File: config.mk
export PLATFORM = sky130hd
export DESIGN_NAME = bfca_div
export DESIGN_NICKNAME = d
export VERILOG_FILES = /design/src/rtl/core/best_fit_chunk_allocator_macros.svh /design/src/rtl/core/bfca_div.sv
export SDC_FILE = /design/constraint.sdc
export NUM_CORES = 1
export LEC_CHECK = 0
export BUFFER_PORTS_ARGS = -buffer_cell sky130_fd_sc_hd__clkbuf_2
export CAP_MARGIN = 20
export CELL_PAD_IN_SITES_DETAIL_PLACEMENT = 1
export CELL_PAD_IN_SITES_GLOBAL_PLACEMENT = 2
export CORE_AREA = 2 2 132 134
export CTS_BUF_LIST = sky130_fd_sc_hd__clkbuf_2 sky130_fd_sc_hd__clkbuf_4 sky130_fd_sc_hd__clkbuf_8
export DETAILED_ROUTE_END_ITERATION = 10
export DIE_AREA = 0 0 134 136
export GPL_TIMING_DRIVEN = 0
export PLACE_DENSITY_LB_ADDON = 0.1
export SLEW_MARGIN = 15
export SYNTH_ARGS = -nofsm -noshare
export SYNTH_HDL_FRONTEND = slang
export SYNTH_SLANG_ARGS = --single-unit
File: constraint.sdc
create_clock -name clk -period 3.1 [get_ports clk]
set_input_delay 0.62 -clock clk [delete_from_list [all_inputs] [get_ports clk]]
set_output_delay 0.62 -clock clk [all_outputs]
set_load 0.05 [all_outputs]
File: src/rtl/core/best_fit_chunk_allocator_macros.svh
// Assertion helpers for the allocator RTL.
`ifndef BEST_FIT_CHUNK_ALLOCATOR_MACROS_SVH
`define BEST_FIT_CHUNK_ALLOCATOR_MACROS_SVH

// Same-cycle implication, checked outside reset.
`define BFCA_ASSERT_NOW(lbl, ante, cons) \
  lbl: assert property (@(posedge clk) disable iff (rst) (ante) |-> (cons)) \
    else $error("allocator check failed");

// Next-cycle implication, checked outside reset.
`define BFCA_ASSERT_NEXT(lbl, ante, cons) \
  lbl: assert property (@(posedge clk) disable iff (rst) (ante) |=> (cons)) \
    else $error("allocator check failed");

`endif

File: src/rtl/core/bfca_div.sv
module bfca_div (
  input  logic        clk,
  input  logic        rst,
  input  logic        start,
  input  logic [31:0] dividend,
  input  logic [16:0] divisor,
  output logic        done,
  output logic [31:0] quotient,
  output logic        rem_nz
);
  logic        running;
  logic [4:0]  cnt;
  logic [31:0] q;
  logic [16:0] rem;
  logic [16:0] dvs;
  logic [17:0] trial;
  logic [17:0] diff;
  logic        ge;

  // Restoring division, one quotient bit per cycle.
  assign trial = {rem, q[31]};
  assign ge    = trial >= {1'b0, dvs};
  assign diff  = trial - {1'b0, dvs};

  always_ff @(posedge clk) begin
    if (rst) begin
      running <= 1'b0;
      done    <= 1'b0;
      cnt     <= '0;
    end else begin
      done <= 1'b0;
      if (start) begin
        running <= 1'b1;
        cnt     <= '0;
      end else if (running) begin
        cnt <= cnt + 5'd1;
        if (cnt == 5'd31) begin
          running <= 1'b0;
          done    <= 1'b1;
        end
      end
    end
  end

  always_ff @(posedge clk) begin
    if (start) begin
      q   <= dividend;
      rem <= '0;
      dvs <= divisor;
    end else if (running) begin
      rem <= ge ? diff[16:0] : trial[16:0];
      q   <= {q[30:0], ge};
    end
  end

  assign quotient = q;
  assign rem_nz   = rem != '0;

endmodule

==> results.json <==
{
  "status": "finished clean",
  "cpPeakStageDelay_ns": 0.44,
  "port_buffers": 85,
  "final_cell_mix": "clkbuf_2, edfxtp_1, mux2_2",
  "place_congestion": 0.7038,
  "fin_tns_setup_ns": 0,
  "cts_setup_buffers": 0,
  "synth_warnings": 0,
  "row_count": 48,
  "worstSkewPairLatency_ns": 0.36,
  "drtPass1Iterations": 4,
  "path_clk_slew_ns": 0.09,
  "fin_skew_ns": 0.006891,
  "path_delay_family": "compound AO/OA/AOI/OAI gates",
  "dieArea_um2": 18220,
  "netlist_top_cells_area": "edfxtp_1, dfxtp_1, mux2_2, ha_1, a21oi_1",
  "drc": 0,
  "synth_cell_types": 39,
  "ir_drop_v": 0.0002056,
  "hold_path.class": "input port to register",
  "cts_made_buffers": 9,
  "hold_depth": 1,
  "period_minus_slack_ns": 2.906,
  "setup-violations-final": 0,
  "grt_max_degree": 33,
  "ys.flop_type": "edfxtp_1",
  "hold_end": "dvs[7]",
  "ctsHoldBuffers": 0,
  "post_dp_cell_area_um2": 4483,
  "worstRegToRegCells": 12,
  "rrSetupSlack_ns": 0.19,
  "fmax_ghz": 0.3441,
  "start_kind": "register",
  "ctsRootBufferMaster": "clkbuf_8",
  "syn-instance-count": 336,
  "power_mw": 2.586,
  "start_util": 0.2238,
  "die_width_um": 134,
  "pin_count": 86,
  "antenna_cells": 0,
  "r2r-start": "quotient[31]",
  "async_reset_ff_frac": 0,
  "nNetsFinal": 504,
  "grt_pass1_wl_um": 17720,
  "p_leak_nw": 1.942,
  "criticalPathCategory": "register to register",
  "wl_per_cell_um": 16.74,
  "layout_commonest_cell": "clkbuf_2",
  "timing_worst_slew_pin_value_ns": 0.7193,
  "die_height_um": 136,
  "crit_arrival_ns": 3.13,
  "synth_top_area_share": 0.3897,
  "crit_top_cell": "inv_1",
  "grt_overflow_total": 0,
  "syn_avg_cell_area_um2": 11.24,
  "yosysSeqAreaShare": 0.5169,
  "area_delta_synth_final_pct": 24.65,
  "cts_tree": "yes",
  "antenna_found_initial": 0,
  "grt_pass1_vias": 3205,
  "yosysTopAreaCell": "edfxtp_1",
  "synth_fp_nets": 408,
  "fin_area_um2": 4707,
  "viasPerCell": 4.423,
  "critPathRequiredTime_ns": 3.33,
  "reg2reg_to": "rem[4]",
  "period_share": 0.9376,
  "routed_wl_um": 11080,
  "synth_edf_count": 49,
  "maxCapViolations": 0,
  "synth_area_um2": 3776,
  "drtIter0Drc": 57,
  "slowest_stage": "edfxtp_1",
  "hold_viol_final": 0,
  "num_vias": 2928,
  "slew_violations": 0,
  "cts.sinks": 73,
  "end_kind": "register",
  "drtAntennaViolNets": 0,
  "core_um2": 16880,
  "grtUsageTotal": 0.1276,
  "crit_chain": "inv_1 -> ha_1 -> inv_1 -> fa_1 -> a21o_1 -> a22o_1 -> o311a_1 -> nor3_4 -> buf_4 -> nor2_1 -> a21oi_1 -> a211oi_1",
  "path_max_fanout": 10,
  "cp_num_buf_inv": 3,
  "clockBufferDepth": 2,
  "hpwl_um": 8117,
  "drive_above_1_share": 0.3181,
  "ys_ff_latch": 73,
  "hp-start": "divisor[7]",
  "htree_levels": 3,
  "powerDensity_nw_per_um2": 549.4,
  "rsz0062_at_grt": "false",
  "slew_headroom": 0.5198
}
kinds of logic (layout without fill, tap and decap cells):
group | after synthesis | in the layout | synth area share
compound gates | 77 | 77 | 0.1322
xor+xnor | 18 | 18 | 0.04175
fa+ha+maj | 20 | 20 | 0.06826
buf+inv | 39 | 140 | 0.04108
flops | 73 | 73 | 0.5169
mux | 36 | 36 | 0.1057
simple gates | 73 | 73 | 0.09411
synth_stat cells, types with 4 or more instances:
master and instances:
nand4_1 6, nor3_1 7, nor2_1 27, a211oi_1 7, mux2_2 31, mux2i_1 5, a21o_1 4, ha_1 19
o21ai_0 16, xor2_1 10, nand2_1 14, edfxtp_1 49, inv_1 23, a21oi_1 23, xnor2_1 8, nand2b_1 5
dfxtp_1 24, clkbuf_1 12, o31ai_1 5, a32oi_1 7, a31oi_1 4
worst reg2reg max path: stages, from the launching register on:
cell	delay, ns
edfxtp_1	0.44
inv_1	0.08
ha_1	0.18
inv_1	0.06
fa_1	0.40
a21o_1	0.24
a22o_1	0.22
o311a_1	0.37
nor3_4	0.22
buf_4	0.24
nor2_1	0.07
a21oi_1	0.15
a211oi_1	0.10
state kept, by name, summed over array words and instances (netlist names):
signal	flops
cnt	5
rem	17
done	1
dvs	17
running	1
quotient	32
power by group:
part | total [mW] | internal (mW) | switching [mW]
Sequential | 1.17 | 1.13 | 0.0438
Clock | 0.856 | 0.457 | 0.398
Combinational | 0.560 | 0.180 | 0.380
layer usage:
metal	vias up	GRT usage	routed length, µm
met3	16	0.03878	688
met4	0	0.05674	204
met5	-	0	0
met1	1401	0.1594	5051
li1	1437	-	-
met2	74	0.2034	5133
how the worst max path moves through the flow:
stage                 startpoint           end  slack, ns  cells after the start
finish              quotient[31]        rem[4]       0.19                     12
detailed placement         start  quotient[26]      -0.17                      5
global placement           start  quotient[26]      -0.56                      5
floorplan           quotient[31]        rem[1]       0.29                     11
global route        quotient[31]        rem[5]       0.05                     11
CTS                 quotient[31]   quotient[0]       0.17                     10
final cells by class:
class | instances | area (µm²)
Clock buffer | 14 | 180.2
Clock inverter | 2 | 37.54
Tap cell | 225 | 281.5
Multi-Input combinational cell | 224 | 1675
Timing Repair Buffer | 85 | 425.4
Inverter | 23 | 86.33
Sequential cell | 73 | 1952
Buffer | 16 | 68.82
Fill cell | 1949 | 12170
metrics by stage:
step           utilization  std cells  worst slack [ns]  hold slack [ns]
2_1_floorplan            -        336            0.2905           0.4440
3_3_place_gp        0.2656        646           -0.5646           0.4897
3_5_place_dp        0.2656        646           -0.1711           0.4998
4_1_cts             0.2789        662            0.1717           0.3990
5_1_grt             0.2789        662           0.05464           0.4045
6_report            0.2789        662            0.1935           0.4254
timing repair:
action / 4_1_cts / 5_1_grt
endpoints found under the hold margin: 0 / 0
gates resized for setup: 1 / 0
setup endpoints to repair: 1 / 0
(Power assumes the default switching activity.)
